==> src/rtl/gdd_pkg.sv <==
// Shared types, constants and calendar helpers for the date difference core.
package gdd_pkg;

  localparam int DAY_W   = 5;
  localparam int MONTH_W = 4;
  localparam int YEAR_W  = 14;
  localparam int COUNT_W = 22;
  localparam int SER_W   = 23;
  localparam int MOFF_W  = 9;
  localparam int QUO_W   = 8;

  localparam int DEF_MAX_YEAR   = 9999;
  localparam int DEF_FIFO_DEPTH = 2;

  localparam int IN_DATA_W  = 48;
  localparam int OUT_DATA_W = 24;

  localparam logic [COUNT_W-1:0] COUNT_MAX = {COUNT_W{1'b1}};
  localparam logic [15:0] RECIP25 = 16'd41944;   // ceil(2^20 / 25)
  localparam logic [MONTH_W-1:0] MONTH_FEB = 4'd2;
  localparam logic [MONTH_W-1:0] MONTH_DEC = 4'd12;

  typedef struct packed {
    logic [DAY_W-1:0]   sd;
    logic [MONTH_W-1:0] sm;
    logic [YEAR_W-1:0]  sy;
    logic [DAY_W-1:0]   ed;
    logic [MONTH_W-1:0] em;
    logic [YEAR_W-1:0]  ey;
    logic               inc;
    logic               invalid;
  } item_t;

  // Exact floor(x / 25) for x < 4096 via reciprocal multiply.
  function automatic logic [QUO_W-1:0] div25(input logic [11:0] x);
    logic [27:0] p;
    p = 28'(x) * 28'(RECIP25);
    return p[27:20];
  endfunction

  function automatic logic [DAY_W-1:0] days_in_month(input logic [MONTH_W-1:0] m,
                                                     input logic leap);
    logic [DAY_W-1:0] len;
    case (m)
      4'd1, 4'd3, 4'd5, 4'd7, 4'd8, 4'd10, 4'd12: len = 5'd31;
      4'd4, 4'd6, 4'd9, 4'd11:                    len = 5'd30;
      4'd2:                                       len = leap ? 5'd29 : 5'd28;
      default:                                    len = 5'd0;
    endcase
    return len;
  endfunction

  // Days before the month in a year that starts in March.
  function automatic logic [MOFF_W-1:0] month_off(input logic [MONTH_W-1:0] m);
    logic [MOFF_W-1:0] off;
    case (m)
      4'd3:    off = 9'd0;
      4'd4:    off = 9'd31;
      4'd5:    off = 9'd61;
      4'd6:    off = 9'd92;
      4'd7:    off = 9'd122;
      4'd8:    off = 9'd153;
      4'd9:    off = 9'd184;
      4'd10:   off = 9'd214;
      4'd11:   off = 9'd245;
      4'd12:   off = 9'd275;
      4'd1:    off = 9'd306;
      4'd2:    off = 9'd337;
      default: off = 9'd0;
    endcase
    return off;
  endfunction

endpackage

==> src/rtl/gregorian_date_difference_days_core.sv <==
// An accepted beat passes the front-end checks and the queue; a valid pair then runs through
// the day counter, while an invalid pair skips the day counter and reaches out_tvalid sooner.
// The back-end sequencer takes one pair at a time and runs both dates through the reciprocal
// divides one after the other; the front end checks a pair while the back end works on another.
// Reset (rst_n low, synchronous) clears all control state: queue empty, no result pending.
// No memory needs a clearing pass.
module gregorian_date_difference_days_core import gdd_pkg::*; #(
  parameter int MAX_YEAR   = DEF_MAX_YEAR,
  parameter int FIFO_DEPTH = DEF_FIFO_DEPTH
) (
  input  logic                  clk,
  input  logic                  rst_n,
  input  logic                  in_tvalid,
  output logic                  in_tready,
  // start_day, start_month, start_year, end_day, end_month, end_year, include_end_day
  input  logic [IN_DATA_W-1:0]  in_tdata,
  output logic                  out_tvalid,
  input  logic                  out_tready,
  // day_count
  output logic [OUT_DATA_W-1:0] out_tdata,
  // date_invalid
  output logic                  out_tuser
);

  logic  push;
  logic  pop;
  logic  full;
  logic  empty;
  item_t front_item;
  item_t queue_item;

  gdd_front #(.MAX_YEAR(MAX_YEAR)) u_front (
    .clk       (clk),
    .rst_n     (rst_n),
    .in_tvalid (in_tvalid),
    .in_tready (in_tready),
    .in_tdata  (in_tdata),
    .push_o    (push),
    .item_o    (front_item),
    .full_i    (full)
  );

  gdd_fifo #(.DEPTH(FIFO_DEPTH)) u_fifo (
    .clk     (clk),
    .rst_n   (rst_n),
    .push_i  (push),
    .item_i  (front_item),
    .full_o  (full),
    .pop_i   (pop),
    .item_o  (queue_item),
    .empty_o (empty)
  );

  gdd_back u_back (
    .clk        (clk),
    .rst_n      (rst_n),
    .empty_i    (empty),
    .item_i     (queue_item),
    .pop_o      (pop),
    .out_tvalid (out_tvalid),
    .out_tready (out_tready),
    .out_tdata  (out_tdata),
    .out_tuser  (out_tuser)
  );

`ifndef SYNTHESIS
  a_no_overflow: assert property (@(posedge clk) disable iff (!rst_n) push |-> !full)
    else $error("queue push while full");

  a_no_underflow: assert property (@(posedge clk) disable iff (!rst_n) pop |-> !empty)
    else $error("queue pop while empty");

  a_invalid_zero: assert property (@(posedge clk) disable iff (!rst_n)
    (out_tvalid && out_tuser) |-> (out_tdata == '0))
    else $error("invalid date with nonzero count");

  a_pad_zero: assert property (@(posedge clk) disable iff (!rst_n)
    (out_tvalid && $rose(out_tvalid)) |-> (out_tdata[OUT_DATA_W-1:COUNT_W] == '0))
    else $error("count exceeds its field");
`endif

endmodule

==> src/rtl/gdd_front.sv <==
// Front end: accept a date pair, check both dates, queue the classified item.
module gdd_front import gdd_pkg::*; #(
  parameter int MAX_YEAR = DEF_MAX_YEAR
) (
  input  logic                 clk,
  input  logic                 rst_n,
  input  logic                 in_tvalid,
  output logic                 in_tready,
  input  logic [IN_DATA_W-1:0] in_tdata,
  output logic                 push_o,
  output item_t                item_o,
  input  logic                 full_i
);

  typedef enum logic [1:0] {F_IDLE, F_CHK_S, F_CHK_E, F_PUSH} fstate_t;

  fstate_t state_r;
  item_t   item_r;
  logic    ok_s_r;

  logic [DAY_W-1:0]   chk_d;
  logic [MONTH_W-1:0] chk_m;
  logic [YEAR_W-1:0]  chk_y;
  logic [QUO_W-1:0]   q100;
  logic [YEAR_W:0]    q100_x100;
  logic               leap;
  logic               ok;

  always_comb begin
    chk_d = (state_r == F_CHK_E) ? item_r.ed : item_r.sd;
    chk_m = (state_r == F_CHK_E) ? item_r.em : item_r.sm;
    chk_y = (state_r == F_CHK_E) ? item_r.ey : item_r.sy;
    q100  = div25(chk_y[YEAR_W-1:2]);
    q100_x100 = ({(YEAR_W+1-QUO_W)'(0), q100} << 6) + ({(YEAR_W+1-QUO_W)'(0), q100} << 5)
              + ({(YEAR_W+1-QUO_W)'(0), q100} << 2);
    // 4 rule, except centuries not divisible by 400
    leap = (chk_y[1:0] == 2'b00) && ((q100_x100 != {1'b0, chk_y}) || (q100[1:0] == 2'b00));
    ok   = (chk_y != '0) && (chk_y <= YEAR_W'(MAX_YEAR)) && (chk_m != '0)
        && (chk_m <= MONTH_DEC) && (chk_d != '0) && (chk_d <= days_in_month(chk_m, leap));
  end

  assign in_tready = (state_r == F_IDLE);
  assign push_o    = (state_r == F_PUSH) && !full_i;
  assign item_o    = item_r;

  always_ff @(posedge clk) begin
    if (!rst_n) begin
      state_r <= F_IDLE;
    end else begin
      case (state_r)
        F_IDLE: begin
          if (in_tvalid) begin
            item_r.sd      <= in_tdata[4:0];
            item_r.sm      <= in_tdata[8:5];
            item_r.sy      <= in_tdata[22:9];
            item_r.ed      <= in_tdata[27:23];
            item_r.em      <= in_tdata[31:28];
            item_r.ey      <= in_tdata[45:32];
            item_r.inc     <= in_tdata[46];
            item_r.invalid <= 1'b0;
            state_r        <= F_CHK_S;
          end
        end
        F_CHK_S: begin
          ok_s_r  <= ok;
          state_r <= F_CHK_E;
        end
        F_CHK_E: begin
          item_r.invalid <= !(ok_s_r && ok);
          state_r        <= F_PUSH;
        end
        F_PUSH: begin
          if (!full_i) begin
            state_r <= F_IDLE;
          end
        end
        default: state_r <= F_IDLE;
      endcase
    end
  end

endmodule

==> src/rtl/gdd_fifo.sv <==
// Short item queue between the front end and the day counter.
module gdd_fifo import gdd_pkg::*; #(
  parameter int DEPTH = DEF_FIFO_DEPTH
) (
  input  logic  clk,
  input  logic  rst_n,
  input  logic  push_i,
  input  item_t item_i,
  output logic  full_o,
  input  logic  pop_i,
  output item_t item_o,
  output logic  empty_o
);

  localparam int PTR_W = (DEPTH > 1) ? $clog2(DEPTH) : 1;
  localparam int CNT_W = $clog2(DEPTH + 1);

  item_t            mem_r [DEPTH];
  logic [PTR_W-1:0] wr_ptr_r;
  logic [PTR_W-1:0] rd_ptr_r;
  logic [CNT_W-1:0] cnt_r;

  assign full_o  = (cnt_r == CNT_W'(DEPTH));
  assign empty_o = (cnt_r == '0);
  assign item_o  = mem_r[rd_ptr_r];

  always_ff @(posedge clk) begin
    if (push_i) begin
      mem_r[wr_ptr_r] <= item_i;
    end
  end

  always_ff @(posedge clk) begin
    if (!rst_n) begin
      wr_ptr_r <= '0;
      rd_ptr_r <= '0;
      cnt_r    <= '0;
    end else begin
      if (push_i) begin
        wr_ptr_r <= (wr_ptr_r == PTR_W'(DEPTH - 1)) ? '0 : wr_ptr_r + 1'b1;
      end
      if (pop_i) begin
        rd_ptr_r <= (rd_ptr_r == PTR_W'(DEPTH - 1)) ? '0 : rd_ptr_r + 1'b1;
      end
      if (push_i && !pop_i) begin
        cnt_r <= cnt_r + 1'b1;
      end else if (pop_i && !push_i) begin
        cnt_r <= cnt_r - 1'b1;
      end
    end
  end

endmodule

==> src/rtl/gdd_back.sv <==
// Back end: serial day numbers of both dates, difference, result register.
module gdd_back import gdd_pkg::*; (
  input  logic                  clk,
  input  logic                  rst_n,
  input  logic                  empty_i,
  input  item_t                 item_i,
  output logic                  pop_o,
  output logic                  out_tvalid,
  input  logic                  out_tready,
  output logic [OUT_DATA_W-1:0] out_tdata,
  output logic                  out_tuser
);

  typedef enum logic [2:0] {B_IDLE, B_Q100, B_Q400, B_SUM, B_DIFF, B_OUT} bstate_t;

  bstate_t            state_r;
  item_t              cur_r;
  logic               sel_r;
  logic [QUO_W-1:0]   q100_r;
  logic [QUO_W-1:0]   q400_r;
  logic [SER_W-1:0]   ser_s_r;
  logic [SER_W-1:0]   ser_e_r;
  logic [COUNT_W-1:0] cnt_r;
  logic               out_vld_r;
  logic [COUNT_W-1:0] out_cnt_r;
  logic               out_inv_r;

  logic [DAY_W-1:0]   d;
  logic [MONTH_W-1:0] m;
  logic [YEAR_W-1:0]  y;
  logic [YEAR_W-1:0]  yy;
  logic [SER_W-1:0]   ser;
  logic [SER_W:0]     diff;
  logic [SER_W:0]     cnt_full;
  logic [COUNT_W-1:0] cnt_sat;

  always_comb begin
    d  = sel_r ? cur_r.ed : cur_r.sd;
    m  = sel_r ? cur_r.em : cur_r.sm;
    y  = sel_r ? cur_r.ey : cur_r.sy;
    // January and February count with the previous year
    yy = (m <= MONTH_FEB) ? y - 1'b1 : y;
    ser = SER_W'(yy) * SER_W'(365) + SER_W'(yy[YEAR_W-1:2]) - SER_W'(q100_r)
        + SER_W'(q400_r) + SER_W'(month_off(m)) + SER_W'(d);
    diff = (ser_s_r < ser_e_r) ? ({1'b0, ser_e_r} - {1'b0, ser_s_r}) : '0;
    cnt_full = diff + (SER_W+1)'(cur_r.inc);
    cnt_sat  = (cnt_full > (SER_W+1)'(COUNT_MAX)) ? COUNT_MAX : cnt_full[COUNT_W-1:0];
  end

  assign pop_o      = (state_r == B_IDLE) && !empty_i;
  assign out_tvalid = out_vld_r;
  assign out_tdata  = {(OUT_DATA_W-COUNT_W)'(0), out_cnt_r};
  assign out_tuser  = out_inv_r;

  always_ff @(posedge clk) begin
    if (!rst_n) begin
      state_r   <= B_IDLE;
      sel_r     <= 1'b0;
      out_vld_r <= 1'b0;
    end else begin
      if (out_vld_r && out_tready && (state_r != B_OUT)) begin
        out_vld_r <= 1'b0;
      end
      case (state_r)
        B_IDLE: begin
          if (!empty_i) begin
            cur_r   <= item_i;
            sel_r   <= 1'b0;
            cnt_r   <= '0;
            state_r <= item_i.invalid ? B_OUT : B_Q100;
          end
        end
        B_Q100: begin
          q100_r  <= div25(yy[YEAR_W-1:2]);
          state_r <= B_Q400;
        end
        B_Q400: begin
          q400_r  <= div25({2'b00, yy[YEAR_W-1:4]});
          state_r <= B_SUM;
        end
        B_SUM: begin
          if (!sel_r) begin
            ser_s_r <= ser;
            sel_r   <= 1'b1;
            state_r <= B_Q100;
          end else begin
            ser_e_r <= ser;
            state_r <= B_DIFF;
          end
        end
        B_DIFF: begin
          cnt_r   <= cnt_sat;
          state_r <= B_OUT;
        end
        B_OUT: begin
          if (!out_vld_r || out_tready) begin
            out_vld_r <= 1'b1;
            out_cnt_r <= cnt_r;
            out_inv_r <= cur_r.invalid;
            state_r   <= B_IDLE;
          end
        end
        default: state_r <= B_IDLE;
      endcase
    end
  end

endmodule

==> config.mk <==
export PLATFORM = sky130hd
export DESIGN_NAME = gregorian_date_difference_days_core
export DESIGN_NICKNAME = d
export VERILOG_FILES = /design/src/rtl/gdd_pkg.sv /design/src/rtl/gregorian_date_difference_days_core.sv /design/src/rtl/gdd_front.sv /design/src/rtl/gdd_fifo.sv /design/src/rtl/gdd_back.sv
export SDC_FILE = /design/constraint.sdc
export NUM_CORES = 1
export LEC_CHECK = 0
export ABC_AREA = 1
export BUFFER_PORTS_ARGS = -buffer_cell sky130_fd_sc_hd__clkbuf_2
export CORE_ASPECT_RATIO = 2
export CORE_MARGIN = 5
export CORE_UTILIZATION = 59
export CTS_BUF_LIST = sky130_fd_sc_hd__clkbuf_2 sky130_fd_sc_hd__clkbuf_4 sky130_fd_sc_hd__clkbuf_8
export DETAILED_ROUTE_END_ITERATION = 12
export GPL_TIMING_DRIVEN = 0
export HOLD_SLACK_MARGIN = 0.06
export PLACE_DENSITY = 0.8
export SLEW_MARGIN = 0
export SYNTH_ARGS = -nofsm -noshare
export SYNTH_HDL_FRONTEND = slang
export SYNTH_SLANG_ARGS = --single-unit
==> constraint.sdc <==
create_clock -name clk -period 8.69 [get_ports clk]
set_clock_uncertainty 0.1 [all_clocks]
set_input_delay 0.869 -clock clk [delete_from_list [all_inputs] [get_ports clk]]
set_output_delay 0.869 -clock clk [all_outputs]
set_load 0.005 [all_outputs]
Word-level counts from Yosys, hierarchy flattened
Memory sizes are Yosys's and may differ from the RTL's. A register that Yosys moved wholly into a read port is not among the register bits.
Index checks and enable logic that the tools add are counted.
- output and inout port bits: 27
- memory bits (read-only): 144
- bits in registers: 213
- bits in writable memories: 96
- input bits: 52
- memories kept: 2
- order comparisons: 6
- bitwise operators: 2
- multipliers: 4
- reduce and logical (&&, ||, !) cells: 48
- eq/ne operators: 27
- add/subtract/negate cells: 14
- multiplexer cells: 36
- memory list (name ; words ; width ; read ports ; clocked after Yosys merged registers in ; write ports ; line ; RTL):
    (no name shown) ; 16 ; 9 ; 1 ; 0 ; 0 ; gdd_pkg.sv:56 ; case (m)
    u_fifo.mem_r ; 2 ; 48 ; 1 ; 1 ; 1 ; gdd_fifo.sv:18 ; item_t mem_r [DEPTH];
- operators by type and width (operator ; count):
    multiplier 12 x 13 -> 25 bit, second input constant ; 2
    two-way mux 22 bit ; 2
    case mux 22 bit (2 select lines) ; 1
    two-way mux 14 bit ; 3
    adder 24 x 1 -> 24 bit ; 1
    > comparator 24 x 22 -> 1 bit, second input constant ; 1
    two-way mux 24 bit ; 1
    subtractor 23 x 23 -> 24 bit ; 1
    adder 23 x 12 -> 23 bit ; 1
    adder 23 x 5 -> 23 bit ; 1
    adder 23 x 6 -> 23 bit ; 1
    adder 23 x 9 -> 23 bit ; 1
    less-than comparator 23 bit ; 1
    multiplier 10 x 13 -> 23 bit, second input constant ; 1
    multiplier 14 x 9 -> 23 bit, second input constant ; 1
    subtractor 23 x 8 -> 23 bit ; 1
    AND reduction 3 bit ; 7
    equality test 4 bit, second input constant ; 5
    case mux 3 bit (6 select lines) ; 1
    equality test 4 x 3 -> 1 bit, second input constant ; 4
    adder 14 x 13 -> 15 bit ; 1
    adder 15 x 10 -> 15 bit ; 1
    inequality test 15 x 14 -> 1 bit ; 1
    case mux 5 bit (3 select lines) ; 1
    38 further kinds ; 96

Longest topological paths before layout
Gate-level depths: netlist (run 1).
- depth in word-level cells: 15
- depth in mapped cells: 56

By module
Synthesis (run 1) repeated with hierarchy kept, for this count alone.
- cell total of the unflattened synthesis: 2689
- area total of the unflattened synthesis: 26166.3 µm²
- modules (own cells, without submodules) (module ; cells each ; area an instance (µm²) ; seq. area each (µm²) ; times used):
    gdd_back ; 1833 ; 16495.8 ; 4694.5 ; 1
    gdd_front ; 672 ; 5900.7 ; 1511.4 ; 1
    gdd_fifo ; 184 ; 3769.9 ; 2982.9 ; 1

Worst setup path before layout (run 1)
OpenSTA, ideal clock, no wires.
- path kind: flip-flop to flip-flop
- start: reg u_front.state_r[0]
- end: reg u_front.item_r, in the netlist u_front.item_o[0], data pin
- data arrival time: 8.552 ns
- library setup time: 0.250 ns
- buffers on the path: 1
- required time: 8.340 ns
- stages on the path, launching flop included: 52
- slack: -0.212 ns
- path through: dfxtp_1 > inv_1 > ha_1 > clkbuf_1 > or2_2 > o21ai_0 > inv_1 > ha_1 > inv_1 > ha_1 > xnor2_1 > ha_1 > fa_1 > fa_1 > inv_1 > fa_1 > inv_1 > ha_1 > [... 16 more ...] > a21o_1 > nand2_1 > nand2_1 > or2_2 > nand2_1 > xor2_1 > nand3_1 > nor2_1 > nand3_1 > nand2_1 > nand2_1 > ha_1 > inv_1 > o21ai_0 > and3_1 > nand2_1 > nand2_1 > inv_1
- word-level cells in the longest chain between the ends: 15
- RTL lines (item ; line ; RTL):
    start: declaration ; gdd_front.sv:17 ; fstate_t state_r;
    start signal: assignment ; gdd_front.sv:48 ; state_r <= F_IDLE;
    start signal: assignment ; gdd_front.sv:61 ; state_r <= F_CHK_S;
    start signal: assignment ; gdd_front.sv:66 ; state_r <= F_CHK_E;
    equality test 2 bit * ; gdd_front.sv:30, gdd_front.sv:31, gdd_front.sv:32 ;
    two-way mux 14 bit ; gdd_front.sv:32 ; chk_y = (state_r == F_CHK_E) ? item_r.ey : item_r.sy;
    multiplier 12 x 13 -> 25 bit ; gdd_pkg.sv:37 ; p = 28'(x) * 28'(RECIP25);
    adder 14 x 13 -> 15 bit ; gdd_front.sv:34 ; q100_x100 = ({(YEAR_W+1-QUO_W)'(0), q100} << 6) + ({(YEAR_W+1-QUO_W)'(0), q100} << 5)
    adder 15 x 10 -> 15 bit ; gdd_front.sv:35 ; + ({(YEAR_W+1-QUO_W)'(0), q100} << 2);
    inequality test 15 x 14 -> 1 bit ; gdd_front.sv:37 ; leap = (chk_y[1:0] == 2'b00) && ((q100_x100 != {1'b0, chk_y}) || (q100[1:0] == 2'b00));
    logical OR 1 bit ; gdd_front.sv:37 ;
    logical AND 1 bit ; gdd_front.sv:37 ;
    two-way mux 1 bit ; gdd_pkg.sv:47 ; 4'd2: len = leap ? 5'd29 : 5'd28;
    case mux 5 bit (3 select lines) ; gdd_pkg.sv:44 ; case (m)
    less-or-equal comparator 5 bit ; gdd_front.sv:39 ; && (chk_m <= MONTH_DEC) && (chk_d != '0) && (chk_d <= days_in_month(chk_m, leap));
    logical AND 1 bit * ; gdd_front.sv:39 ;
    named net u_front.ok ; gdd_front.sv:27 ; logic ok;
    logical AND 1 bit * ; gdd_front.sv:69 ; item_r.invalid <= !(ok_s_r && ok);
    logical NOT 1 bit * ; gdd_front.sv:69 ;
    case mux 1 bit (2 select lines) * ; gdd_front.sv:50 ; case (state_r)
    end: declaration ; gdd_front.sv:18 ; item_t item_r;
Mark *: on every way through the listed nets, which the timed path passes. The rest lies on a longest branch.
A chain may end at the register's enable or synchronous reset.

Worst setup path after layout (run 1)
Same ends and word-level chain as after synthesis.

==> results of run 1 <==
critical path, delay by kind of cell (launching register included):
kind	cells	cell delay [ps]
AO/OA/AOI/OAI	6	890
XOR/XNOR	1	220
adder cells (fa/ha/maj)	10	3830
buffers and inverters	15	1340
flip-flops	1	330
AND/OR/NAND/NOR	20	2060
layer usage:
layer  global-route usage  wire length, um  vias up  part of all wire
li1                     -                -     8663                 -
met1                0.223            18300     8960              0.27
met2                0.576            38800      631              0.57
met3               0.0366             2280      357             0.033
met4                0.307             9070        0              0.13
met5                    0                0        -                 0
cells in the mapped netlist, types with 3 or more instances:
library cell                 n  share of area
sky130_fd_sc_hd__inv_1     566          0.084
sky130_fd_sc_hd__nand2_1   407          0.060
sky130_fd_sc_hd__ha_1      321           0.16
sky130_fd_sc_hd__edfxtp_1  298           0.35
sky130_fd_sc_hd__fa_1      194           0.15
sky130_fd_sc_hd__nor2_1    125          0.018
sky130_fd_sc_hd__a21oi_1   107          0.021
sky130_fd_sc_hd__nand3_1    81          0.016
sky130_fd_sc_hd__o21ai_0    80          0.016
sky130_fd_sc_hd__xor2_1     60          0.021
sky130_fd_sc_hd__mux2_2     48          0.021
sky130_fd_sc_hd__nand4_1    28         0.0069
sky130_fd_sc_hd__or2_2      27         0.0067
sky130_fd_sc_hd__xnor2_1    25         0.0086
sky130_fd_sc_hd__nor3_1     18         0.0036
sky130_fd_sc_hd__nand2_2    16         0.0039
sky130_fd_sc_hd__clkbuf_1   13         0.0019
sky130_fd_sc_hd__dfxtp_1    12         0.0095
sky130_fd_sc_hd__mux2i_1    12         0.0047
sky130_fd_sc_hd__nand3b_1   11         0.0033
sky130_fd_sc_hd__nor2_4      9         0.0040
sky130_fd_sc_hd__o21bai_1    8         0.0024
sky130_fd_sc_hd__nor2_2      7         0.0017
sky130_fd_sc_hd__nor4_1      7         0.0017
sky130_fd_sc_hd__a21o_1      6         0.0018
sky130_fd_sc_hd__buf_6       5         0.0022
sky130_fd_sc_hd__buf_4       4         0.0012
sky130_fd_sc_hd__inv_2       4        0.00059
sky130_fd_sc_hd__nand3_2     4         0.0016
sky130_fd_sc_hd__o21ai_1     4        0.00079
sky130_fd_sc_hd__a21boi_0    3        0.00089
sky130_fd_sc_hd__a22oi_1     3        0.00089
sky130_fd_sc_hd__a31oi_1     3        0.00074
sky130_fd_sc_hd__o211ai_1    3        0.00089
sky130_fd_sc_hd__o31ai_1     3        0.00089
worst max path at each step:
stage / startpoint / end / slack, ps
finish: u_front.state_r[0] / u_front.item_o[0] / -320
global route: u_front.state_r[0] / u_front.item_o[0] / -690
CTS: u_front.state_r[0] / u_front.item_o[0] / -230
detailed placement: u_front.state_r[0] / u_front.item_o[0] / -2730
global placement: u_front.state_r[0] / u_front.item_o[0] / -2510
floorplan: u_front.state_r[0] / u_front.item_o[0] / 8
flip-flops by register name (all words and copies together) (netlist names), 2 cells and up, named ones only:
signal and count:
u_back.q400_r 6, u_back.out_cnt_r 22, u_back.cnt_r 22, u_back.state_r 3, u_fifo.mem_r 96, u_back.ser_s_r 23, u_front.item_o 48, u_front.state_r 2
u_back.cur_r 48, u_back.q100_r 8, u_back.ser_e_r 23, u_fifo.cnt_r 2
layout make-up:
| type | count | share of cell area |
|---|---|---|
| Timing Repair Buffer | 161 | 0.0395 |
| Tap cell | 545 | 0.0236 |
| Antenna cell | 3 | 0.000259 |
| Clock inverter | 28 | 0.00644 |
| Clock buffer | 49 | 0.0218 |
| Multi-Input combinational cell | 1641 | 0.508 |
| Buffer | 24 | 0.00735 |
| Inverter | 570 | 0.0751 |
| Sequential cell | 310 | 0.318 |
cells in the final DEF, fill, tap and decap left out, types with 12 or more instances in the layout:
cell,Yosys,layout
sky130_fd_sc_hd__nand4_1,28,28
sky130_fd_sc_hd__or2_2,27,22
sky130_fd_sc_hd__a21oi_1,107,95
sky130_fd_sc_hd__mux2i_1,12,12
sky130_fd_sc_hd__a21oi_2,1,12
sky130_fd_sc_hd__fa_1,194,188
sky130_fd_sc_hd__nor2_1,125,115
sky130_fd_sc_hd__clkbuf_8,0,43
sky130_fd_sc_hd__nand2_2,16,32
sky130_fd_sc_hd__buf_4,4,74
sky130_fd_sc_hd__mux2_2,48,48
sky130_fd_sc_hd__nor2_4,9,16
sky130_fd_sc_hd__edfxtp_1,298,298
sky130_fd_sc_hd__nor3_1,18,13
sky130_fd_sc_hd__buf_6,5,12
sky130_fd_sc_hd__ha_1,321,303
sky130_fd_sc_hd__ha_4,0,13
sky130_fd_sc_hd__o21ai_0,80,60
sky130_fd_sc_hd__nand3_1,81,79
sky130_fd_sc_hd__clkbuf_2,0,76
sky130_fd_sc_hd__inv_1,566,538
sky130_fd_sc_hd__xnor2_1,25,23
sky130_fd_sc_hd__inv_2,4,22
sky130_fd_sc_hd__xor2_1,60,44
sky130_fd_sc_hd__nand2_1,407,388
cell families after synthesis:
group / synth area share
AO/OA/AOI/OAI: 0.0498
XOR/XNOR: 0.0293
adder cells (fa/ha/maj): 0.311
buffers and inverters: 0.0900
flip-flops: 0.362
multiplexers: 0.0260
other: 0.000148
AND/OR/NAND/NOR: 0.131
per-stage QoR:
stage / util / hold slack (ps)
after global routing: 0.680 / 323
after floorplan: - / 300
after CTS: 0.669 / 315
after global placement: 0.621 / 301
final: 0.680 / 320
after detailed placement: 0.626 / 305
timing repair:
action                     in CTS  in global routing
hold buffers                    0                  0
setup buffers                  44                 30
pin swaps                      62                 22
setup endpoints to repair      50                 33
cloned                          1                  0
gates resized for setup       149                 59
==> run summary, run 1 <==
With fillers left out, the area of the finished cells amounts to 28,900 um^2. The most used cell along the critical path is sky130_fd_sc_hd__nand2_1. The largest single stage delay on the critical path is 550 ps. At the later pin of the worst-skew pair, clock insertion delay measures 600 ps. The minimum clock period after layout came out at 9010 ps. The first routing iteration left 834 violations.

The checks that failed: negative setup slack. The number of buffers inserted by port buffering came out at 75. The routed via count is 18.6k.

The average wire length per cell after detail routing came out at 20.5 um. The area growth from synthesis to layout came out at 14.0%. The post-route worst setup slack is -322 ps. The summed negative setup slack over all endpoints is -499 ps. The initial utilization of the core area, before any placement, comes to 0.596.

The final wirelength is 68,400 um. The routed via count divided by cell count is 5.59. The worst setup slack for register-to-register paths came out at -320 ps. The number of max-capacitance violations reported is 0. For the worst setup path, the data required time is 8940 ps. The die height came out at 303 um. The cell area that synthesis handed to floorplanning was 25,400 um^2.

For hold timing, the worst endpoint is u_back.out_cnt_r[15]. The slowest stage of the critical path belongs to the cell sky130_fd_sc_hd__fa_1. Entering global routing, the biggest net connects 33 pins. The row count is 107. The hold violation total from the final report is 0. Static timing analysis puts the maximum clock frequency at 111 MHz. The CTS tree is done. Setup repair after global routing could not meet its margin everywhere. The count of boundary I/O pins is 79. The fraction of final layout cells with drive strength greater than 1 came out at 0.183. The detailed-route DRC error count came out at 0. In this run the number of H-tree levels came out at 2.

The final max-slew violation count came out at 0. The startpoint identified for the worst register-to-register timing path is u_front.state_r[0]. The main flop type after synthesis is sky130_fd_sc_hd__edfxtp_1. The arrival time at the worst endpoint is 9260 ps. The post-detailed-placement half-perimeter wirelength came out at 55,900 um. In the final layout, the multi-input gates occupy 14,700 um^2. The clock slew at the register clock pins of the worst setup and hold paths came out at 70 ps.

The async set-reset flop share out of synthesis came out at 0. The worst-case headroom to the max-slew limit came out at 0.0845. The area enclosed by the die boundary came out at 47,500 um^2.

The fraction of the yosys area taken by sequential cells came out at 0.362. In this run the worst hold path is classified as reg2reg. The initial antenna violation count was 3. The die boundary width came out at 157 um. The synthesis warning total came out at 0. The via count of the first global-routing pass came out at 20.6k. The number of placed instances, taps included is 3,176. The wire length of the first global-routing pass came out at 105,000 um. The total global-route track usage came out at 0.294. Setup violations remaining at the end of the flow were counted as 2. The number of distinct standard cells referenced by the synthesized netlist is 53. The critical path capture point type is a flip-flop.

By startpoint and endpoint, the worst setup path is classified as reg2reg. The number of optimization iterations in the first detailed-route pass is 6. The sort of element at the start of the critical path is a flip-flop.

The register cell area after layout is 9190 um^2. Along the worst path, the maximum fanout reaches 7. In the finished design, the share of the clock period the worst path needs comes to 1.04.

The flow ran to the end, but the final reports show violations. In this run the critical register-to-register path is captured at u_front.item_o[0]. The number of synthesized flops with an enable pin is 298. For this run the aggregate overflow at the end of global routing stands at 0.

The worst hold path begins at u_back.cnt_r[15]. In the synthesized netlist, the number of instances is 2,544. The cell area after placement is 26,600 um^2.

Clock tree synthesis found a total of 310 sinks. Once layout is complete, the cells apart from fillers number 3,331. The number of stages on the worst hold path came out at 0. At the placement stage, the worst setup path has a slack of -2730 ps. The weighted congestion at the end of routability-driven global placement is 1.01.

The core region is 42,600 um^2. The count of nets left with antenna violations once routing finished came out at 0. The average cell area after synthesis is 9.97 um^2. The number of clock buffers inserted by TritonCTS is 42.

The cell sitting at the root of the clock tree is a sky130_fd_sc_hd__clkbuf_8. The actual transition at the worst max-transition pin is 1360 ps. The total of fill cells in the finished design came out at 3,146.

The post-layout net count is 3,317. Counting cells, the worst reg-to-reg path comes to 52. The maximum clock insertion buffer count is 3. The flop and latch count out of synthesis came out at 310.
Power of run 1 is left out: the tool's default activity adds up to more than one toggle a clock period on the data nets, which glitch-free logic cannot reach.
==> run 2: changes to the inputs <==
Settings changed: SKIP_CTS_REPAIR_TIMING set to 1.
==> run summary, run 2 (synthesized netlist as in run 1, its figures left out) <==
At the worst endpoint, the required time is 8940 ps. Entering global routing, the biggest net connects 33 pins. The CTS tree is done. The total global-route track usage is 0.283. After detailed routing, the average wire length per cell comes to 20.2 um. In this run the worst hold path is classified as reg2reg. Grouping stages by cell kind, the critical path spends the most delay in adder cells. The final wirelength came out at 66,900 um. The type of the worst setup path is reg2reg.

The largest register by flop count is u_fifo.mem_r. The area growth from synthesis to layout came out at 13.6%. The clock root buffer is sky130_fd_sc_hd__clkbuf_8. For this run, the top clock speed supported by timing is 109 MHz. The highest net fanout along the worst path came out at 7. The weighted congestion at the end of routability-driven global placement is 1.01. The flip-flop count of the largest register after layout is 96.

The count of routing violations after the opening detailed-route iteration came out at 780. The clock slew at the register clock pins of the worst setup and hold paths came out at 70 ps. The final setup violation count came out at 2. The number of clock buffers inserted by TritonCTS came out at 42. The number of buffers inserted by port buffering is 75. The first global-routing pass estimated 101,000 um of wire. The placeable core area is 42,600 um^2. Leaving out fill and tap cells, the most frequent cell in the layout is sky130_fd_sc_hd__inv_1.

The detailed-route DRC error count came out at 0. In the finished design, the share of the clock period the worst path needs comes to 1.05. In this run the vertical extent of the chip is 303 um. Among all stages on the critical path, the largest delay is contributed by sky130_fd_sc_hd__fa_2. The wire-length estimate of the detail-placed layout is 55,900 um. The post-route worst setup slack is -445 ps. The number of optimization iterations in the first detailed-route pass came out at 5. In the final layout, the share of cells above drive strength 1 is 0.181.

The final reports fail on negative setup slack. The effective utilization at floorplan came out at 0.596. The actual transition at the worst max-transition pin is 1320 ps. The final layout contains 3,307 nets. Leaving out fill and tap cells, the most frequent cells in the layout are 540 x sky130_fd_sc_hd__inv_1, 384 x sky130_fd_sc_hd__nand2_1, 304 x sky130_fd_sc_hd__ha_1, 298 x sky130_fd_sc_hd__edfxtp_1, 187 x sky130_fd_sc_hd__fa_1. Counting along the longest clock path gives a buffer depth of 3.

The via count of the first global-routing pass came out at 20.1k. The routed via count divided by cell count came out at 5.55. STA classifies the critical path endpoint as a flip-flop.

The worst-case headroom to the max-slew limit came out at 0.111. The die boundary width is 157 um. Before CTS, the worst setup slack after placement is -2730 ps. The number of max-capacitance violations reported is 0. The run finished, with violations left. In this run the count of I/O pins placed on the die edge is 79. The CTS H-tree depth came out at 2. The clock latency at the later pin of the worst-skew pair is 600 ps. The clock net sink count came out at 310. Data arrives at the worst endpoint at 9390 ps.

The number of buffer and inverter stages on the critical path is 10. The floorplan step defined a die boundary enclosing 47,500 um^2. The hold violation total from the final report is 0.

Subtracting the final worst setup slack from the clock period gives 9140 ps. Counting stages on the worst path, the most repeated cell is sky130_fd_sc_hd__nand2_2. STA classifies the critical path startpoint as a flip-flop.

The largest single stage delay on the critical path is 590 ps. The initial antenna violation count is 2. The cell area after placement came out at 26,600 um^2. Setup repair after global routing could not meet its margin everywhere. The count of nets left with antenna violations once routing finished came out at 0. For this run the aggregate overflow at the end of global routing stands at 0. The tightest hold path in the finished design has a slack of 321 ps. Once layout is done, the placed cells without fillers occupy 28,800 um^2. The routed via count came out at 18.4k. The row count is 107.

The final max-slew violation count was 0.
[run 2: cell types whose count changed in the layout (fill, tap and decap cells not counted), sizes merged]
cell	change
diode	-2
clkinvlp	+1
inv	-1
clkbuf	-4
buf	-6
[run 2: path summary, 6_finish.rpt]
| kind | slack, ps | cells after the start | to | start |
|---|---|---|---|---|
| setup / recovery | -450 | 44 | u_front.item_o[0] | u_front.state_r[0] |
| hold / removal | 320 | 0 | u_back.out_cnt_r[11] | u_back.cnt_r[11] |
| setup reg to reg | -450 | 44 | u_front.item_o[0] | u_front.state_r[0] |
| hold reg to reg | 320 | 0 | u_back.out_cnt_r[11] | u_back.cnt_r[11] |
[run 2: layout make-up]
type / instances / area (um^2)
inverters: 570 / 2180
flip-flops and latches: 310 / 9190
clock buffers: 49 / 631
multi-input cells: 1641 / 14700
clock inverters: 28 / 186
fillers: 3184 / 13800
plain buffers: 24 / 198
diodes: 1 / 2.50
well taps: 545 / 682
repair buffers: 151 / 1030
[run 2: stage by stage]
step | instances | util | setup TNS [ps]
after floorplan | 2545 | - | 0
after CTS | 3253 | 0.645 | -42480
after global placement | 3165 | 0.621 | -36060
final | 3319 | 0.677 | -779
after global routing | 3319 | 0.677 | -2090
after detailed placement | 3176 | 0.626 | -41050
[run 2: metal layers]
layer	track usage	share of wire
met1	0.216	0.27
met5	0	0
met2	0.560	0.57
met4	0.286	0.13
met3	0.0316	0.031
Power of run 2 is left out for the same reason.
==> run 3: changes to the inputs <==
Settings changed: SETUP_SLACK_MARGIN set to 0.5.
==> run summary, run 3 (synthesized netlist as in run 1, its figures left out) <==
TritonCTS built the clock tree. At the later pin of the worst-skew pair, clock insertion delay measures 580 ps. The class of the tightest hold or removal check is reg2reg. The flip-flop count of the largest register after layout came out at 96. The clock passes through at most 3 buffers. The highest net fanout along the worst path came out at 7.

The CTS H-tree depth is 2. The clock net sink count came out at 310. The die is 303 um tall. The effective utilization at floorplan is 0.596.

The worst setup path is captured at a flip-flop. The count of boundary I/O pins came out at 79. Counting flops per register, the top entry is u_fifo.mem_r. The minimum clock period after layout came out at 8870 ps.

The row count came out at 107. The detailed-route DRC error count is 0. The minimum setup slack after placement came out at -1310 ps. Measured on the finished design, the core utilization comes to 0.685. In this run the worst setup path terminates at u_front.item_o[0]. The number of buffers inserted by port buffering is 75.

Of the cells placed in the final design, the portion with a size suffix greater than 1 is 0.192. The ratio of final minimum period to clock period came out at 1.02. Setup repair after global routing could not meet its margin everywhere.

The most critical setup path has its startpoint at u_front.state_r[0]. The number of clock buffers inserted by TritonCTS is 43. The run finished, with violations left.

In the layout the commonest cells are 535 x sky130_fd_sc_hd__inv_1, 387 x sky130_fd_sc_hd__nand2_1, 298 x sky130_fd_sc_hd__edfxtp_1, 295 x sky130_fd_sc_hd__ha_1, 192 x sky130_fd_sc_hd__fa_1. The clock root buffer is sky130_fd_sc_hd__clkbuf_8. The final wirelength came out at 67,400 um. Once detail routing completed, the nets flagged for antenna violations numbered 0. The total overflow reported by the global router came out at 0. The final max-slew violation count came to 0. The area growth from synthesis to layout came out at 14.9%. The via count of the first global-routing pass is 19.7k. The hold violation total from the final report came to 0. The leading cell type in the layout, fill and taps excluded is sky130_fd_sc_hd__inv_1. The most used cell along the critical path is sky130_fd_sc_hd__inv_2. At the end of routability-driven placement, the weighted congestion stood at 1.02.

The startpoint identified for the worst register-to-register timing path is u_front.state_r[0]. The sort of element at the start of the critical path is a flip-flop. The critical path is of the reg2reg type. At the pin with the least slew margin, the transition time is 1210 ps.

The final reports fail on negative setup slack. The area enclosed by the die boundary is 47,500 um^2. In this run the tightest slew margin relative to its limit is 0.183. In the final timing run, aggregate negative setup slack is -263 ps. The routed via count divided by cell count came out at 5.52. The die boundary width is 157 um.

The worst setup slack for register-to-register paths came out at -180 ps. The post-detailed-placement half-perimeter wirelength is 55,500 um. The routed via count is 18.4k. The initial antenna violation count is 1.

The average wire length per cell after detail routing is 20.2 um. The core region is 42,600 um^2. Data arrives at the worst endpoint at 9110 ps. The cell with the largest stage delay on the worst path is sky130_fd_sc_hd__fa_1. The wire length of the first global-routing pass is 101,000 um. Across every metal layer, demand over resource in global routing totals 0.283.

The worst register-to-register path ends at u_front.item_o[0]. The final setup violation count is 2. The largest net degree at the start of global routing came out at 37. The number of optimization iterations in the first detailed-route pass came out at 6.

The logic depth of the worst register-to-register path came out at 47. The count of routing violations after the opening detailed-route iteration came out at 823. The post-route worst setup slack is -185 ps. The post-layout net count came out at 3,324.

Derived from the worst setup path, the maximum achievable clock frequency is 113 MHz. Across the run, the number of max-cap violations was 0. After clock tree synthesis, the clock-pin slew on the worst setup and hold paths is 70 ps. The largest incremental delay on the critical path came out at 550 ps. The worst endpoint required time is 8920 ps.
==> run 3: worst max-delay path, delay by kind of cell, from the launching register on <==
kind,cells,cell delay [ps]
xor gates and xnor gates,4,680
and+or+nand+nor,14,1730
DFF,1,370
adders and majority gates,11,3990
AOI/OAI and AO/OA,5,800
buffers and inverters,13,950
==> run 3: worst min-delay path by stage <==
stage                      from                    to  slack (ps)  depth (start not counted)
3_3_place_gp    u_back.cnt_r[2]   u_back.out_cnt_r[2]         300                          0
5_1_grt         u_back.cnt_r[9]   u_back.out_cnt_r[9]         330                          0
3_5_place_dp    u_back.cnt_r[6]   u_back.out_cnt_r[6]         310                          0
2_1_floorplan   u_back.cnt_r[0]   u_back.out_cnt_r[0]         300                          0
6_report        u_back.cnt_r[6]   u_back.out_cnt_r[6]         320                          0
4_1_cts        u_back.cnt_r[15]  u_back.out_cnt_r[15]         320                          0
==> run 3: through the flow <==
| stage | cell area (um^2) | hold WS (ps) | std cells |
|---|---|---|---|
| 2_1_floorplan | 25500 | 300 | 2545 |
| 3_3_place_gp | 26600 | 301 | 3165 |
| 3_5_place_dp | 26800 | 305 | 3177 |
| 4_1_cts | 27600 | 318 | 3255 |
| 5_1_grt | 29200 | 327 | 3336 |
| 6_report | 29200 | 321 | 3336 |
==> run 3: metal layers <==
| layer | GRT usage | vias to the layer above | share of wire |
|---|---|---|---|
| met5 | 0 | - | 0 |
| met4 | 0.253 | 0 | 0.11 |
| met3 | 0.0299 | 308 | 0.029 |
| met2 | 0.569 | 620 | 0.58 |
| met1 | 0.225 | 8834 | 0.28 |
| li1 | - | 8667 | - |
==> run 3: cell type report <==
type	count	area, um^2
multi-input combinational	1641	14900
fill	3143	13400
sequential	310	9190
inverter	570	2180
timing repair buffer	167	1190
clock buffer	55	682
tap	545	682
buffer	24	204
clock inverter	23	160
antenna	1	2.50
Power of run 3 is left out for the same reason.
